===== src/hdl/assert_macros.svh =====
// ----------------------------------------------------------------------------
// assertion macros
// shared concurrent assertion wrappers on clk and rst_n
// ----------------------------------------------------------------------------
`ifndef ASSERT_MACROS_SVH
`define ASSERT_MACROS_SVH

// checked only out of reset
`define ATDT_ASSERT(label, prop, msg) \
  label: assert property (@(posedge clk) disable iff (!rst_n) prop) else $error(msg);

// checked on every edge, reset included
`define ATDT_ASSERT_NR(label, prop, msg) \
  label: assert property (@(posedge clk) prop) else $error(msg);

`endif


===== src/hdl/atdt_pkg.sv =====
// ----------------------------------------------------------------------------
// atdt_pkg
// types and constants shared by the detent tick blocks
// ----------------------------------------------------------------------------
package atdt_pkg;

  localparam int SAMPLE_BITS_DEF = 12;
  localparam int DEG_W           = 9;
  localparam int ADJ_W           = 10;
  localparam int NUM_W           = 11;
  localparam int DETENT_W        = 10;
  localparam int COUNT_W         = 32;
  localparam int CFG_IDX_W       = 3;
  localparam int CFG_DATA_W      = 9;

  localparam logic [DEG_W-1:0]        FULL_TURN = 9'd360;
  localparam logic signed [ADJ_W-1:0] HALF_POS  = 10'sd180;
  localparam logic signed [ADJ_W-1:0] HALF_NEG  = -10'sd180;
  localparam logic signed [ADJ_W-1:0] TURN_S    = 10'sd360;

  typedef enum logic [2:0] {
    EV_NONE      = 3'd0,
    EV_UP_TICK   = 3'd1,
    EV_DOWN_TICK = 3'd2,
    EV_UP_CONT   = 3'd3,
    EV_DOWN_CONT = 3'd4
  } ev_t;

  typedef enum logic [CFG_IDX_W-1:0] {
    REG_DEADZONE      = 3'd0,
    REG_UP_DETENTS    = 3'd1,
    REG_DOWN_DETENTS  = 3'd2,
    REG_UP_OFFSET     = 3'd3,
    REG_DOWN_OFFSET   = 3'd4,
    REG_UP_DISCRETE   = 3'd5,
    REG_DOWN_DISCRETE = 3'd6
  } reg_idx_t;

  // detent counts are already clamped to 1..360
  typedef struct packed {
    logic [7:0]       deadzone;
    logic [DEG_W-1:0] up_detents;
    logic [DEG_W-1:0] down_detents;
    logic [DEG_W-1:0] up_offset;
    logic [DEG_W-1:0] down_offset;
    logic             up_discrete;
    logic             down_discrete;
  } cfg_t;

  typedef struct packed {
    logic             start;
    logic [NUM_W-1:0] num;
    logic [DEG_W-1:0] den;
  } div_req_t;

  typedef struct packed {
    logic             busy;
    logic             done;
    logic [NUM_W-1:0] quot;
  } div_rsp_t;

endpackage


===== src/hdl/angle_in_if.sv =====
// ----------------------------------------------------------------------------
// angle_in_if
// request channel carrying one raw angle sample
// ----------------------------------------------------------------------------
interface angle_in_if
  import atdt_pkg::*;
#(
  parameter int SAMPLE_BITS = SAMPLE_BITS_DEF
);
  logic                   valid;
  logic                   ready;
  logic [SAMPLE_BITS-1:0] raw_angle;

  modport source (output valid, output raw_angle, input ready);
  modport sink   (input valid, input raw_angle, output ready);
endinterface


===== src/hdl/tick_out_if.sv =====
// ----------------------------------------------------------------------------
// tick_out_if
// result channel carrying the event and the position state
// ----------------------------------------------------------------------------
interface tick_out_if;
  logic        valid;
  logic        ready;
  logic [2:0]  event_res;
  logic [8:0]  degrees;
  logic [31:0] position_count;
  logic [9:0]  detent_index;

  modport source (output valid, output event_res, output degrees, output position_count,
                  output detent_index, input ready);
  modport sink   (input valid, input event_res, input degrees, input position_count,
                  input detent_index, output ready);
endinterface


===== src/hdl/atdt_cfg_if.sv =====
// ----------------------------------------------------------------------------
// atdt_cfg_if
// register write channel
// ----------------------------------------------------------------------------
interface atdt_cfg_if;
  logic       valid;
  logic       ready;
  logic [2:0] index;
  logic [8:0] data;

  modport source (output valid, output index, output data, input ready);
  modport sink   (input valid, input index, input data, output ready);
endinterface


===== src/hdl/angle_to_detent_ticks.sv =====
// ----------------------------------------------------------------------------
// angle_to_detent_ticks
// magnetic angle to detent tick and continuous rotation events
// ----------------------------------------------------------------------------
// One sample is taken at a time and gives exactly one result. A sample that
// moves in no direction or in a continuous one goes from the scale state
// through the move and direction states to the done state; a sample that
// moves in a discrete direction passes in between through the step and
// index states, two passes through the shared 11-bit restoring divider
// (detent step, then detent index), one quotient bit per cycle. The input
// is ready again once the result sits in the output register, so a result
// left waiting holds the block.
`include "assert_macros.svh"

module angle_to_detent_ticks
  import atdt_pkg::*;
#(
  parameter int SAMPLE_BITS = SAMPLE_BITS_DEF
) (
  input  logic        clk,
  input  logic        rst_n,
  angle_in_if.sink    in_ch,
  tick_out_if.source  out_ch,
  atdt_cfg_if.sink    cfg_ch
);

  localparam int PROD_W = SAMPLE_BITS + DEG_W;

  typedef enum logic [6:0] {
    ST_IDLE  = 7'b0000001,
    ST_SCALE = 7'b0000010,
    ST_MOVE  = 7'b0000100,
    ST_DIR   = 7'b0001000,
    ST_STEP  = 7'b0010000,
    ST_INDEX = 7'b0100000,
    ST_DONE  = 7'b1000000
  } state_t;

  state_t                  state_r, state_nxt;
  cfg_t                    cfg;
  div_req_t                div_req;
  div_rsp_t                div_rsp;

  logic [SAMPLE_BITS-1:0]  raw_r;
  logic [DEG_W-1:0]        deg_r;
  logic [DEG_W-1:0]        last_deg_r;
  logic [COUNT_W-1:0]      count_r;
  logic [COUNT_W-1:0]      prev_count_r;
  logic [DETENT_W-1:0]     last_detent_r;
  logic                    dir_up_r;
  ev_t                     event_r;

  logic                    out_valid_r;
  ev_t                     out_event_r;
  logic [DEG_W-1:0]        out_deg_r;
  logic [COUNT_W-1:0]      out_count_r;
  logic [DETENT_W-1:0]     out_detent_r;

  logic [PROD_W-1:0]       prod;
  logic signed [ADJ_W-1:0] delta_raw;
  logic signed [ADJ_W-1:0] delta;
  logic [ADJ_W-1:0]        mag;
  logic                    moved_ok;
  logic [COUNT_W-1:0]      count_diff;
  logic                    go_up;
  logic                    go_down;
  logic                    discrete;
  logic [DEG_W-1:0]        eff_detents;
  logic [DEG_W-1:0]        offset;
  logic [NUM_W-1:0]        adj;
  logic [DETENT_W-1:0]     quot_idx;
  logic                    out_load;

  atdt_cfg u_cfg (
    .clk    (clk),
    .rst_n  (rst_n),
    .cfg_ch (cfg_ch),
    .cfg    (cfg)
  );

  atdt_div u_div (
    .clk   (clk),
    .rst_n (rst_n),
    .req   (div_req),
    .rsp   (div_rsp)
  );

  assign in_ch.ready = (state_r == ST_IDLE);

  // degree scaling and wrapped change
  assign prod      = {{DEG_W{1'b0}}, raw_r} * PROD_W'(FULL_TURN);
  assign delta_raw = $signed({1'b0, deg_r}) - $signed({1'b0, last_deg_r});

  always_comb begin
    delta = delta_raw;
    if (delta_raw > HALF_POS) delta = delta_raw - TURN_S;
    else if (delta_raw < HALF_NEG) delta = delta_raw + TURN_S;
  end

  assign mag      = delta[ADJ_W-1] ? ADJ_W'(-delta) : ADJ_W'(delta);
  assign moved_ok = mag >= {2'b00, cfg.deadzone};

  assign count_diff = prev_count_r - count_r;
  assign go_up      = (count_diff != '0) && !count_diff[COUNT_W-1];
  assign go_down    = count_diff[COUNT_W-1];
  assign discrete   = go_up ? cfg.up_discrete : cfg.down_discrete;

  assign eff_detents = dir_up_r ? cfg.up_detents : cfg.down_detents;
  assign offset      = dir_up_r ? cfg.up_offset : cfg.down_offset;
  assign adj         = {2'b00, deg_r} + {3'b000, div_rsp.quot[DEG_W-1:1]} + {2'b00, offset};
  assign quot_idx    = div_rsp.quot[DETENT_W-1:0];

  always_comb begin
    div_req.start = 1'b0;
    div_req.num   = {2'b00, FULL_TURN};
    div_req.den   = eff_detents;
    if (state_r == ST_DIR && (go_up || go_down) && discrete) begin
      div_req.start = 1'b1;
      div_req.den   = go_up ? cfg.up_detents : cfg.down_detents;
    end else if (state_r == ST_STEP && div_rsp.done) begin
      div_req.start = 1'b1;
      div_req.num   = adj;
      div_req.den   = div_rsp.quot[DEG_W-1:0];
    end
  end

  assign out_load = (state_r == ST_DONE) && (!out_valid_r || out_ch.ready);

  always_comb begin
    state_nxt = state_r;
    unique case (state_r)
      ST_IDLE:  if (in_ch.valid) state_nxt = ST_SCALE;
      ST_SCALE: state_nxt = ST_MOVE;
      ST_MOVE:  state_nxt = ST_DIR;
      ST_DIR:   state_nxt = ((go_up || go_down) && discrete) ? ST_STEP : ST_DONE;
      ST_STEP:  if (div_rsp.done) state_nxt = ST_INDEX;
      ST_INDEX: if (div_rsp.done) state_nxt = ST_DONE;
      ST_DONE:  if (out_load) state_nxt = ST_IDLE;
      default:  state_nxt = ST_IDLE;
    endcase
  end

  always_ff @(posedge clk) begin
    if (!rst_n) begin
      state_r       <= ST_IDLE;
      last_deg_r    <= '0;
      count_r       <= '0;
      prev_count_r  <= '0;
      last_detent_r <= '0;
      out_valid_r   <= 1'b0;
    end else begin
      state_r <= state_nxt;
      if (state_r == ST_MOVE && moved_ok) begin
        count_r    <= count_r + {{(COUNT_W-ADJ_W){delta[ADJ_W-1]}}, delta};
        last_deg_r <= deg_r;
      end
      if (state_r == ST_DIR && (go_up || go_down)) begin
        prev_count_r <= count_r;
      end
      if (state_r == ST_INDEX && div_rsp.done &&
          quot_idx != last_detent_r && quot_idx != {1'b0, eff_detents}) begin
        last_detent_r <= quot_idx;
      end
      if (out_load) out_valid_r <= 1'b1;
      else if (out_ch.ready) out_valid_r <= 1'b0;
    end
  end

  always_ff @(posedge clk) begin
    if (in_ch.valid && in_ch.ready) raw_r <= in_ch.raw_angle[SAMPLE_BITS-1:0];
    if (state_r == ST_SCALE) deg_r <= prod[PROD_W-1:SAMPLE_BITS];
    if (state_r == ST_DIR) begin
      dir_up_r <= go_up;
      if (go_up || go_down) begin
        if (discrete) event_r <= EV_NONE;
        else event_r <= go_up ? EV_UP_CONT : EV_DOWN_CONT;
      end else begin
        event_r <= EV_NONE;
      end
    end
    if (state_r == ST_INDEX && div_rsp.done) begin
      if (quot_idx != last_detent_r && quot_idx != {1'b0, eff_detents}) begin
        event_r <= dir_up_r ? EV_UP_TICK : EV_DOWN_TICK;
      end else begin
        event_r <= EV_NONE;
      end
    end
    if (out_load) begin
      out_event_r  <= event_r;
      out_deg_r    <= deg_r;
      out_count_r  <= count_r;
      out_detent_r <= last_detent_r;
    end
  end

  assign out_ch.valid          = out_valid_r;
  assign out_ch.event_res      = out_event_r;
  assign out_ch.degrees        = out_deg_r;
  assign out_ch.position_count = out_count_r;
  assign out_ch.detent_index   = out_detent_r;

  `ATDT_ASSERT(a_one_request, in_ch.valid && in_ch.ready |=> !in_ch.ready,
               "second request taken while busy")
  `ATDT_ASSERT(a_out_from_done, $rose(out_valid_r) |-> $past(state_r == ST_DONE),
               "result raised outside the done state")
  `ATDT_ASSERT(a_div_owner, div_rsp.done |-> (state_r == ST_STEP || state_r == ST_INDEX),
               "divider result with no division pending")
  `ATDT_ASSERT_NR(a_reset_clears, !rst_n |=> !out_valid_r && in_ch.ready,
                  "reset left a result or a busy sequencer")

endmodule


===== src/hdl/atdt_cfg.sv =====
// ----------------------------------------------------------------------------
// atdt_cfg
// configuration register file with detent count clamping
// ----------------------------------------------------------------------------
module atdt_cfg
  import atdt_pkg::*;
(
  input  logic        clk,
  input  logic        rst_n,
  atdt_cfg_if.sink    cfg_ch,
  output cfg_t        cfg
);

  logic [7:0]       deadzone_r;
  logic [DEG_W-1:0] up_detents_r;
  logic [DEG_W-1:0] down_detents_r;
  logic [DEG_W-1:0] up_offset_r;
  logic [DEG_W-1:0] down_offset_r;
  logic             up_discrete_r;
  logic             down_discrete_r;

  assign cfg_ch.ready = 1'b1;

  always_ff @(posedge clk) begin
    if (!rst_n) begin
      deadzone_r      <= 8'd1;
      up_detents_r    <= 9'd24;
      down_detents_r  <= 9'd24;
      up_offset_r     <= '0;
      down_offset_r   <= '0;
      up_discrete_r   <= 1'b1;
      down_discrete_r <= 1'b1;
    end else if (cfg_ch.valid) begin
      unique case (reg_idx_t'(cfg_ch.index))
        REG_DEADZONE:      deadzone_r      <= cfg_ch.data[7:0];
        REG_UP_DETENTS:    up_detents_r    <= cfg_ch.data;
        REG_DOWN_DETENTS:  down_detents_r  <= cfg_ch.data;
        REG_UP_OFFSET:     up_offset_r     <= cfg_ch.data;
        REG_DOWN_OFFSET:   down_offset_r   <= cfg_ch.data;
        REG_UP_DISCRETE:   up_discrete_r   <= cfg_ch.data[0];
        REG_DOWN_DISCRETE: down_discrete_r <= cfg_ch.data[0];
        default: ;
      endcase
    end
  end

  function automatic logic [DEG_W-1:0] clamp_detents(input logic [DEG_W-1:0] d);
    logic [DEG_W-1:0] r;
    r = d;
    if (d == '0) r = DEG_W'(1);
    else if (d > FULL_TURN) r = FULL_TURN;
    return r;
  endfunction

  always_comb begin
    cfg.deadzone      = deadzone_r;
    cfg.up_detents    = clamp_detents(up_detents_r);
    cfg.down_detents  = clamp_detents(down_detents_r);
    cfg.up_offset     = up_offset_r;
    cfg.down_offset   = down_offset_r;
    cfg.up_discrete   = up_discrete_r;
    cfg.down_discrete = down_discrete_r;
  end

endmodule


===== src/hdl/atdt_div.sv =====
// ----------------------------------------------------------------------------
// atdt_div
// shared restoring divider, one quotient bit per cycle
// ----------------------------------------------------------------------------
`include "assert_macros.svh"

module atdt_div
  import atdt_pkg::*;
(
  input  logic     clk,
  input  logic     rst_n,
  input  div_req_t req,
  output div_rsp_t rsp
);

  localparam int CNT_W = $clog2(NUM_W);
  localparam logic [CNT_W-1:0] LAST = CNT_W'(NUM_W - 1);

  logic             busy_r;
  logic             done_r;
  logic [CNT_W-1:0] cnt_r;
  logic [NUM_W-1:0] q_r;
  logic [DEG_W-1:0] rem_r;
  logic [DEG_W-1:0] den_r;

  logic [DEG_W:0]   trial;
  logic             ge;
  logic [DEG_W:0]   diff;

  assign trial = {rem_r, q_r[NUM_W-1]};
  assign ge    = trial >= {1'b0, den_r};
  assign diff  = trial - {1'b0, den_r};

  always_ff @(posedge clk) begin
    if (!rst_n) begin
      busy_r <= 1'b0;
      done_r <= 1'b0;
      cnt_r  <= '0;
    end else begin
      done_r <= 1'b0;
      if (req.start && !busy_r) begin
        busy_r <= 1'b1;
        cnt_r  <= '0;
      end else if (busy_r) begin
        cnt_r <= cnt_r + CNT_W'(1);
        if (cnt_r == LAST) begin
          busy_r <= 1'b0;
          done_r <= 1'b1;
        end
      end
    end
  end

  always_ff @(posedge clk) begin
    if (req.start && !busy_r) begin
      q_r   <= req.num;
      rem_r <= '0;
      den_r <= req.den;
    end else if (busy_r) begin
      q_r   <= {q_r[NUM_W-2:0], ge};
      rem_r <= ge ? diff[DEG_W-1:0] : trial[DEG_W-1:0];
    end
  end

  assign rsp.busy = busy_r;
  assign rsp.done = done_r;
  assign rsp.quot = q_r;

  `ATDT_ASSERT(a_div_no_restart, req.start |-> !busy_r, "divider started while busy")

endmodule


===== src/flat_wrapper.sv =====
// flat-port wrapper written by rule: the top's interface ports become plain ports
module angle_to_detent_ticks_flat import atdt_pkg::*;
#(
  parameter int SAMPLE_BITS = SAMPLE_BITS_DEF
)
  (clk, rst_n, in_ch_valid, in_ch_raw_angle, in_ch_ready, out_ch_valid, out_ch_event_res, out_ch_degrees, out_ch_position_count, out_ch_detent_index, out_ch_ready, cfg_ch_valid, cfg_ch_index, cfg_ch_data, cfg_ch_ready);
  angle_in_if #(.SAMPLE_BITS(SAMPLE_BITS)) in_ch_i ();
  tick_out_if out_ch_i ();
  atdt_cfg_if cfg_ch_i ();
  input  logic clk;
  input  logic rst_n;
  input wire logic [$bits(in_ch_i.valid)-1:0] in_ch_valid;
  input wire logic [$bits(in_ch_i.raw_angle)-1:0] in_ch_raw_angle;
  output wire logic [$bits(in_ch_i.ready)-1:0] in_ch_ready;
  output wire logic [$bits(out_ch_i.valid)-1:0] out_ch_valid;
  output wire logic [$bits(out_ch_i.event_res)-1:0] out_ch_event_res;
  output wire logic [$bits(out_ch_i.degrees)-1:0] out_ch_degrees;
  output wire logic [$bits(out_ch_i.position_count)-1:0] out_ch_position_count;
  output wire logic [$bits(out_ch_i.detent_index)-1:0] out_ch_detent_index;
  input wire logic [$bits(out_ch_i.ready)-1:0] out_ch_ready;
  input wire logic [$bits(cfg_ch_i.valid)-1:0] cfg_ch_valid;
  input wire logic [$bits(cfg_ch_i.index)-1:0] cfg_ch_index;
  input wire logic [$bits(cfg_ch_i.data)-1:0] cfg_ch_data;
  output wire logic [$bits(cfg_ch_i.ready)-1:0] cfg_ch_ready;
  assign in_ch_i.valid = in_ch_valid;
  assign in_ch_i.raw_angle = in_ch_raw_angle;
  assign in_ch_ready = in_ch_i.ready;
  assign out_ch_valid = out_ch_i.valid;
  assign out_ch_event_res = out_ch_i.event_res;
  assign out_ch_degrees = out_ch_i.degrees;
  assign out_ch_position_count = out_ch_i.position_count;
  assign out_ch_detent_index = out_ch_i.detent_index;
  assign out_ch_i.ready = out_ch_ready;
  assign cfg_ch_i.valid = cfg_ch_valid;
  assign cfg_ch_i.index = cfg_ch_index;
  assign cfg_ch_i.data = cfg_ch_data;
  assign cfg_ch_ready = cfg_ch_i.ready;
  angle_to_detent_ticks #(.SAMPLE_BITS(SAMPLE_BITS)) u_core (.clk(clk), .rst_n(rst_n), .in_ch(in_ch_i), .out_ch(out_ch_i), .cfg_ch(cfg_ch_i));
endmodule

===== config.mk =====
export PLATFORM = sky130hd
export DESIGN_NAME = angle_to_detent_ticks_flat
export DESIGN_NICKNAME = d
export VERILOG_FILES = /design/src/hdl/atdt_pkg.sv /design/src/hdl/angle_in_if.sv /design/src/hdl/tick_out_if.sv /design/src/hdl/atdt_cfg_if.sv /design/src/hdl/angle_to_detent_ticks.sv /design/src/hdl/atdt_cfg.sv /design/src/hdl/atdt_div.sv /design/src/flat_wrapper.sv
export VERILOG_INCLUDE_DIRS = /design/src /design/src/hdl
export SDC_FILE = /design/constraint.sdc
export NUM_CORES = 1
export LEC_CHECK = 0
export ABC_AREA = 1
export BUFFER_PORTS_ARGS = -buffer_cell sky130_fd_sc_hd__buf_2
export CAP_MARGIN = 25
export CORE_MARGIN = 2
export CORE_UTILIZATION = 50
export DETAILED_ROUTE_END_ITERATION = 10
export MAX_ROUTING_LAYER = met4
export PLACE_DENSITY = 0.67
export SYNTH_ARGS = -nofsm -noshare
export SYNTH_HDL_FRONTEND = slang
export SYNTH_HIERARCHICAL = 1
export SYNTH_SLANG_ARGS = --single-unit

===== constraint.sdc =====
create_clock -name clk -period 6.4 [get_ports clk]
set_input_delay 0.64 -clock clk [delete_from_list [all_inputs] [get_ports clk]]
set_output_delay 0.64 -clock clk [all_outputs]
set_load 0.005 [all_outputs]

==> flow_metrics.py, run 1 <==
metrics = {
    "cts": {
        "clockRootBuffer": "clkbuf_16",
        "tritoncts": "built",
        "cts.htree.levels": 1,
        "cts_inserted_buffers": 28,
        "post_cts_repair_resize_count": 0,
        "clock_insertion_delay_at_the_later_pin_of_the_skew_report_ps": 580,
        "deepest_clock_path_buffer_count": 3,
        "cts_num_sinks": 251,
        "postcts_setup_bufs": 0,
        "cts_hold_repair.buffers": 0,
        "path_clk_slew_ps": 60,
    },
    "flow_run": {
        "max_cap_viol_count": 0,
    },
    "run_status": {
        "outcome": "finished clean",
    },
    "timing": {
        "final-setup-viol-count": 0,
        "max_clock_freq_mhz": 189,
        "tightestPinTransition_ps": 894,
        "final_period_minus_worst_setup_slack_ps": 5290,
        "final.period_utilization": 0.827,
        "clock-skew-final_ps": 46.7,
        "grt_setup_unrepaired": "false",
        "timing.slew.headroom": 0.404,
        "final.setup.tns_ps": 0,
        "hold_viol": 0,
        "maxSlewViolCount": 0,
    },
    "routing": {
        "route.detailed.wl_per_inst_um": 14.9,
        "drc_errors": 0,
        "detailed_routing_iteration_count_for_the_pre_antenna_repair_pass": 5,
        "via_count": 15368,
        "number_of_violations_reported_at_the_end_of_detailed_routing_iteration_0": 1130,
        "drt.antenna.violating_nets": 0,
        "total_length_of_routed_wires_um": 44100,
        "post_drt_via_cell_ratio": 5.18,
    },
    "floorplanning": {
        "core_area_mm2": 0.0345,
        "io_pins": 86,
        "initial_core_util": 0.507,
        "chipWidth_um": 191,
        "die_area_mm2": 0.0365,
        "die_height_um": 191,
        "placement_rows": 68,
    },
    "power_and_ir_drop": {
        "leakagePower_uw": 0.00945,
        "power.ir.vdd_worst_uv": 231,
        "power.total_uw": 5690,
        "pd_cells_mw_per_mm2": 296,
    },
    "global_routing": {
        "largest_net_degree_at_the_start_of_global_routing": 92,
        "grt_overflow": 0,
        "initial_antenna_violation_count": 0,
        "grt.total_usage": 0.253,
        "wire_length_of_the_first_global_routing_pass_um": 72400,
        "grt_pass1_vias": 14639,
    },
    "worst_setup_path": {
        "critPathLaunch": "u_core/deg_r[0]$_DFFE_PP_",
        "worst-r2r-cell-count": 28,
        "worst-path-max-fanout": 7,
        "worst_path_max_delay_cell": "edfxtp_1",
        "worst_setup_path_start_kind": "flip-flop",
        "critical_path_class": "reg2reg",
        "critPathRequiredTime_ps": 6830,
        "cp_data_arrival_time_ps": 5720,
        "regToRegEndpoint": "u_core/count_r[21]$_SDFFE_PN0P_",
        "crit_path_end_kind": "flip-flop",
        "slack_of_the_worst_reg_to_reg_path_ps": 1110,
        "rr_startpoint": "u_core/deg_r[0]$_DFFE_PP_",
        "max_stage_delay_ps": 400,
        "critPathCapture": "u_core/count_r[21]$_SDFFE_PN0P_",
        "critPathMostFrequentCell": "nand2_1",
    },
    "layout": {
        "flow.area_growth_from_synthesis_pct": 9.86,
        "ff_latch_area_mm2": 0.00602,
        "layout-drive-gt1-share": 0.0800,
        "filler_cell_count": 3330,
        "design.final.nets": 2686,
        "n_antenna_cell": 0,
        "multi_input_area_mm2": 0.00966,
        "design_area_mm2": 0.0192,
    },
    "synth": {
        "synth_area_per_cell_um2": 7.22,
        "synthesis.nets": 2615,
        "post_synth_instance_area_mm2": 0.0175,
        "synth-warning-count": 6,
        "post_synthesis_cells": 2421,
    },
    "placed_design": {
        "detailed_place.area_mm2": 0.0182,
        "io_buffer_count": 84,
        "gp_weighted_congestion": 0.946,
        "hpwl_um": 34600,
    },
    "min_path": {
        "hold_class": "in2reg",
    },
}
-- metrics by stage --
step | hold WS (ps) | setup WS, ps | util | std cells
2_1_floorplan | 400 | 1790 | - | 2421
3_3_place_gp | 409 | 1370 | 0.529 | 2916
3_5_place_dp | 416 | 1220 | 0.530 | 2917
4_1_cts | 246 | 1180 | 0.557 | 2969
5_1_grt | 245 | 479 | 0.557 | 2969
6_report | 269 | 1110 | 0.557 | 2969
-- worst min path at each step --
stage               slack, ps                                      end                            startpoint  cells after the start
floorplan                 400     u_core/out_ch.event_res[0]$_DFFE_PP_           u_core/event_r[0]$_DFFE_PP_                      0
detailed placement        420  u_core/out_ch.detent_index[5]$_DFFE_PP_  u_core/last_detent_r[5]$_SDFFE_PN0P_                      0
CTS                       250                u_core/raw_r[0]$_DFFE_PP_                    in_ch_raw_angle[0]                      1
finish                    270                u_core/raw_r[7]$_DFFE_PP_                    in_ch_raw_angle[7]                      1
global placement          410     u_core/out_ch.event_res[2]$_DFFE_PP_       u_core/event_r[2]$_SDFFCE_PP0P_                      0
global route              250                u_core/raw_r[8]$_DFFE_PP_                    in_ch_raw_angle[8]                      1
-- layout by cell type (no fill, tap or decap), drive strengths merged, types with 2 or more instances in the layout --
cell type	instances
o211ai	6
clkinv	18
a21o	7
bufinv	3
a2111oi	3
a221oi	4
fa	30
or2	8
nor3b	2
clkinvlp	4
nand3b	12
a31oi	5
o22ai	8
clkbuf	31
dfxtp	152
nand2	611
o21ai	166
xor2	59
nor4	5
o21bai	5
ha	135
edfxtp	99
and2	4
xnor2	20
nand3	106
nor3	23
a21oi	146
buf	94
inv	396
nor2	296
a21boi	7
nand4	37
o21a	5
-- power by group --
| group | internal (µW) | total, µW | switching (µW) |
|---|---|---|---|
| registers | 1750 | 1790 | 43.9 |
| logic | 826 | 2260 | 1440 |
| clock network | 945 | 1630 | 690 |
| total | 3520 | 5690 | 2170 |
-- flip-flops by register name (all words and copies together), names as in the netlist, 10 cells and up --
register	cells
u_core/u_div/q_r	11
u_core/last_detent_r	10
u_core/raw_r	12
u_core/out_ch.position_count	32
u_core/prev_count_r	32
u_core/count_r	32
u_core/out_ch.detent_index	10
-- layout make-up --
cell class | count | area share
sequential | 251 | 0.313
multi-input combinational | 1717 | 0.503
clock buffer | 31 | 0.0376
timing repair buffer | 94 | 0.0258
clock inverter | 21 | 0.0117
inverter | 400 | 0.0784
tap | 455 | 0.0297
-- per-layer routing --
layer / vias up / share of wire / GRT usage
met5: - / 0 / -
li1: 7912 / - / -
met3: 51 / 0.050 / 0.0248
met1: 7030 / 0.49 / 0.350
met4: 0 / 0.014 / 0.0498
met2: 375 / 0.45 / 0.404
-- worst max-delay path: cells and delay by family, from the launching register on --
kind	cells	cell delay, ps
xor gates and xnor gates	2	450
DFF	1	400
AOI/OAI and AO/OA	8	1670
buffers and inverters	3	370
adders and majority gates	3	920
and+or+nand+nor	12	1330
No activity file was read; power rests on OpenSTA's default activity.
==> run 2, diff against run 1 <==
PLACE_DENSITY = 0.7   (was 0.67)
clock period = 4.8 ns   (was 6.4 ns; I/O delays follow)
==> run 2 against run 1 <==
Effect of this change:
- hold slack got worse by 180 ps
- power rose by 43%
- worst setup slack got worse by 720 ps
- via count rose by 2.2%
- first-iteration DRC count rose by 5.6%
- die area did not move
- design area rose by 3.9%
- flip-flop and latch count did not move
- routed wire length rose by 2.3%
- utilization rose by 2.2 points
- non-clock buffer count rose by 52
- largest power group unchanged
==> flow_metrics.py, run 2 (synthesis results as in run 1) <==
metrics = {
    "worst_setup_path": {
        "cp_data_arrival_time_ps": 4820,
        "worst-r2r-cell-count": 24,
        "crit_path_end_kind": "flip-flop",
        "worst-path-max-fanout": 13,
        "critPathBufInv": 5,
        "critPathRequiredTime_ps": 5210,
        "regToRegEndpoint": "u_core/u_div/q_r[0]$_DFFE_PP_",
        "max_stage_delay_ps": 530,
        "rr_startpoint": "u_core/count_r[13]$_SDFFE_PN0P_",
        "timing.critical_path.max_delay_family": "simple AND/OR/NAND/NOR gates",
        "critPathMostFrequentCell": "nand2_1",
        "worst_path_max_delay_cell": "dfxtp_1",
        "worstPathCellList": "inv_1, ha_1, nand2_1, nor2_1, inv_1, nor2_1, nand2_1, nand2_1, nand2_1, nand3_1, nand2_1, nor2_1, nand2_1, nor2_1, nand3_1, nand2_1, inv_2, nand3_1, nand2_2, inv_1, nor2_1, inv_1, nor2_1, a31oi_1",
        "critical_path_class": "reg2reg",
        "critPathLaunch": "u_core/count_r[13]$_SDFFE_PN0P_",
        "worst_setup_path_start_kind": "flip-flop",
        "slack_of_the_worst_reg_to_reg_path_ps": 390,
    },
    "layout": {
        "layout-drive-gt1-share": 0.110,
        "most-common-layout-cells": "nand2_1, inv_1, nor2_1",
        "design_area_mm2": 0.0199,
        "final_common_cell": "nand2_1",
        "n_antenna_cell": 0,
        "post_route_insts_no_fill": 3021,
        "design.final.nets": 2738,
        "flow.area_growth_from_synthesis_pct": 14.2,
        "filler_cell_count": 3238,
        "utilization": 0.579,
    },
    "power_and_ir_drop": {
        "pd_cells_mw_per_mm2": 409,
        "power.ir.vdd_worst_uv": 502,
        "power.total_uw": 8150,
        "leakagePower_uw": 0.00981,
    },
    "cts": {
        "cts_hold_repair.buffers": 0,
        "path_clk_slew_ps": 70,
        "deepest_clock_path_buffer_count": 3,
        "clockRootBuffer": "clkbuf_16",
        "cts_inserted_buffers": 28,
        "cts.htree.levels": 1,
        "clock_insertion_delay_at_the_later_pin_of_the_skew_report_ps": 580,
        "tritoncts": "built",
        "cts_num_sinks": 251,
    },
    "timing": {
        "max_clock_freq_mhz": 227,
        "final-setup-viol-count": 0,
        "timing.slew.headroom": 0.376,
        "hold_viol": 0,
        "tightestPinTransition_ps": 928,
        "final_period_minus_worst_setup_slack_ps": 4410,
        "maxSlewViolCount": 0,
        "final.period_utilization": 0.919,
        "clock-skew-final_ps": 25.1,
    },
    "routing": {
        "detailed_routing_iteration_count_for_the_pre_antenna_repair_pass": 6,
        "drt.antenna.violating_nets": 0,
        "route.detailed.wl_per_inst_um": 14.9,
        "post_drt_via_cell_ratio": 5.20,
        "number_of_violations_reported_at_the_end_of_detailed_routing_iteration_0": 1193,
        "via_count": 15704,
        "total_length_of_routed_wires_um": 45100,
        "drc_errors": 0,
    },
    "floorplanning": {
        "initial_core_util": 0.507,
        "die_area_mm2": 0.0365,
        "core_area_mm2": 0.0345,
        "chipWidth_um": 191,
        "die_height_um": 191,
        "io_pins": 86,
        "placement_rows": 68,
    },
    "min_path": {
        "hold_class": "in2reg",
        "whs_path_depth": 1,
        "min-delay-start": "in_ch_raw_angle[7]",
        "worstHoldEndpoint": "u_core/raw_r[7]$_DFFE_PP_",
    },
    "global_routing": {
        "initial_antenna_violation_count": 0,
        "grt.total_usage": 0.254,
        "grt_pass1_vias": 14463,
        "largest_net_degree_at_the_start_of_global_routing": 70,
        "grt_overflow": 0,
        "wire_length_of_the_first_global_routing_pass_um": 72300,
    },
    "run_status": {
        "outcome": "finished clean",
    },
    "placed_design": {
        "io_buffer_count": 84,
        "gp_weighted_congestion": 0.973,
        "hpwl_um": 34900,
        "dpl.cell_count": 2962,
        "detailed_place.area_mm2": 0.0186,
    },
    "flow_run": {
        "max_cap_viol_count": 0,
    },
}
[run 2: changes by cell type in the layout (fill, tap and decap cells not counted), moves of 5 or more]
cell	previous run	this run
buf_4	10	58
o21ai_0	147	138
o21ai_1	18	25
clkinv_2	11	5
a21oi_1	142	137
nand2_1	594	589
nand2_2	15	20
[run 2: worst max-delay path by stage]
stage	depth (start not counted)	to	slack [ps]
after floorplan	31	u_core/count_r[1]$_SDFFE_PN0P_	190
after global placement	29	u_core/count_r[22]$_SDFFE_PN0P_	70
after detailed placement	29	u_core/count_r[22]$_SDFFE_PN0P_	-100
after CTS	31	u_core/count_r[22]$_SDFFE_PN0P_	2
after global routing	32	u_core/count_r[26]$_SDFFE_PN0P_	-3
final	24	u_core/u_div/q_r[0]$_DFFE_PP_	390
[run 2: routing by layer]
layer | wire (µm) | vias up | global-route usage
met2 | 20000 | 452 | 0.393
met4 | 1210 | 0 | 0.0683
li1 | - | 8006 | -
met1 | 21300 | 7170 | 0.351
met3 | 2710 | 76 | 0.0316
met5 | 0 | - | -
[run 2: through the flow]
stage	setup slack, ps	hold slack (ps)	TNS [ps]
finish	391	91.2	0
global placement	70.5	411	0
detailed placement	-97.1	405	-227
CTS	1.63	64.5	0
floorplan	188	400	0
global route	-3.40	73.4	-4.18
[run 2: where the power goes]
group	switching [µW]	total [µW]	internal (µW)
Sequential	42.1	2370	2330
Combinational	2070	3370	1300
Clock	943	2410	1470
Total	3050	8150	5100
[run 2: what timing repair did]
action                                  in CTS  in global routing
endpoints found under the hold margin        0                  0
resized for setup                            1                 47
endpoints found under the setup margin       9                 41
cloned                                       0                  1
buffers inserted                             1                  5
pin swaps                                    1                 12
[run 2: layout make-up]
cell class,instances,area [µm²],area share
Timing Repair Buffer,146,963,0.0483
Inverter,400,1510,0.0757
Multi-Input combinational cell,1717,9830,0.493
Sequential cell,251,6020,0.302
Tap cell,455,569,0.0285
Clock buffer,32,757,0.0380
Clock inverter,20,295,0.0148
[run 2: worst register-to-register path, stage by stage (launching register included)]
cell     delay (ps)
dfxtp_1         530
inv_1           110
ha_1            400
nand2_1         130
nor2_1          210
inv_1            80
nor2_1          130
nand2_1          90
nand2_1         130
nand2_1          80
nand3_1          70
nand2_1         110
nor2_1          130
nand2_1         100
nor2_1          130
nand3_1         240
nand2_1         250
inv_2            60
nand3_1         130
nand2_2         170
inv_1            90
nor2_1           50
inv_1           420
nor2_1          190
a31oi_1         210
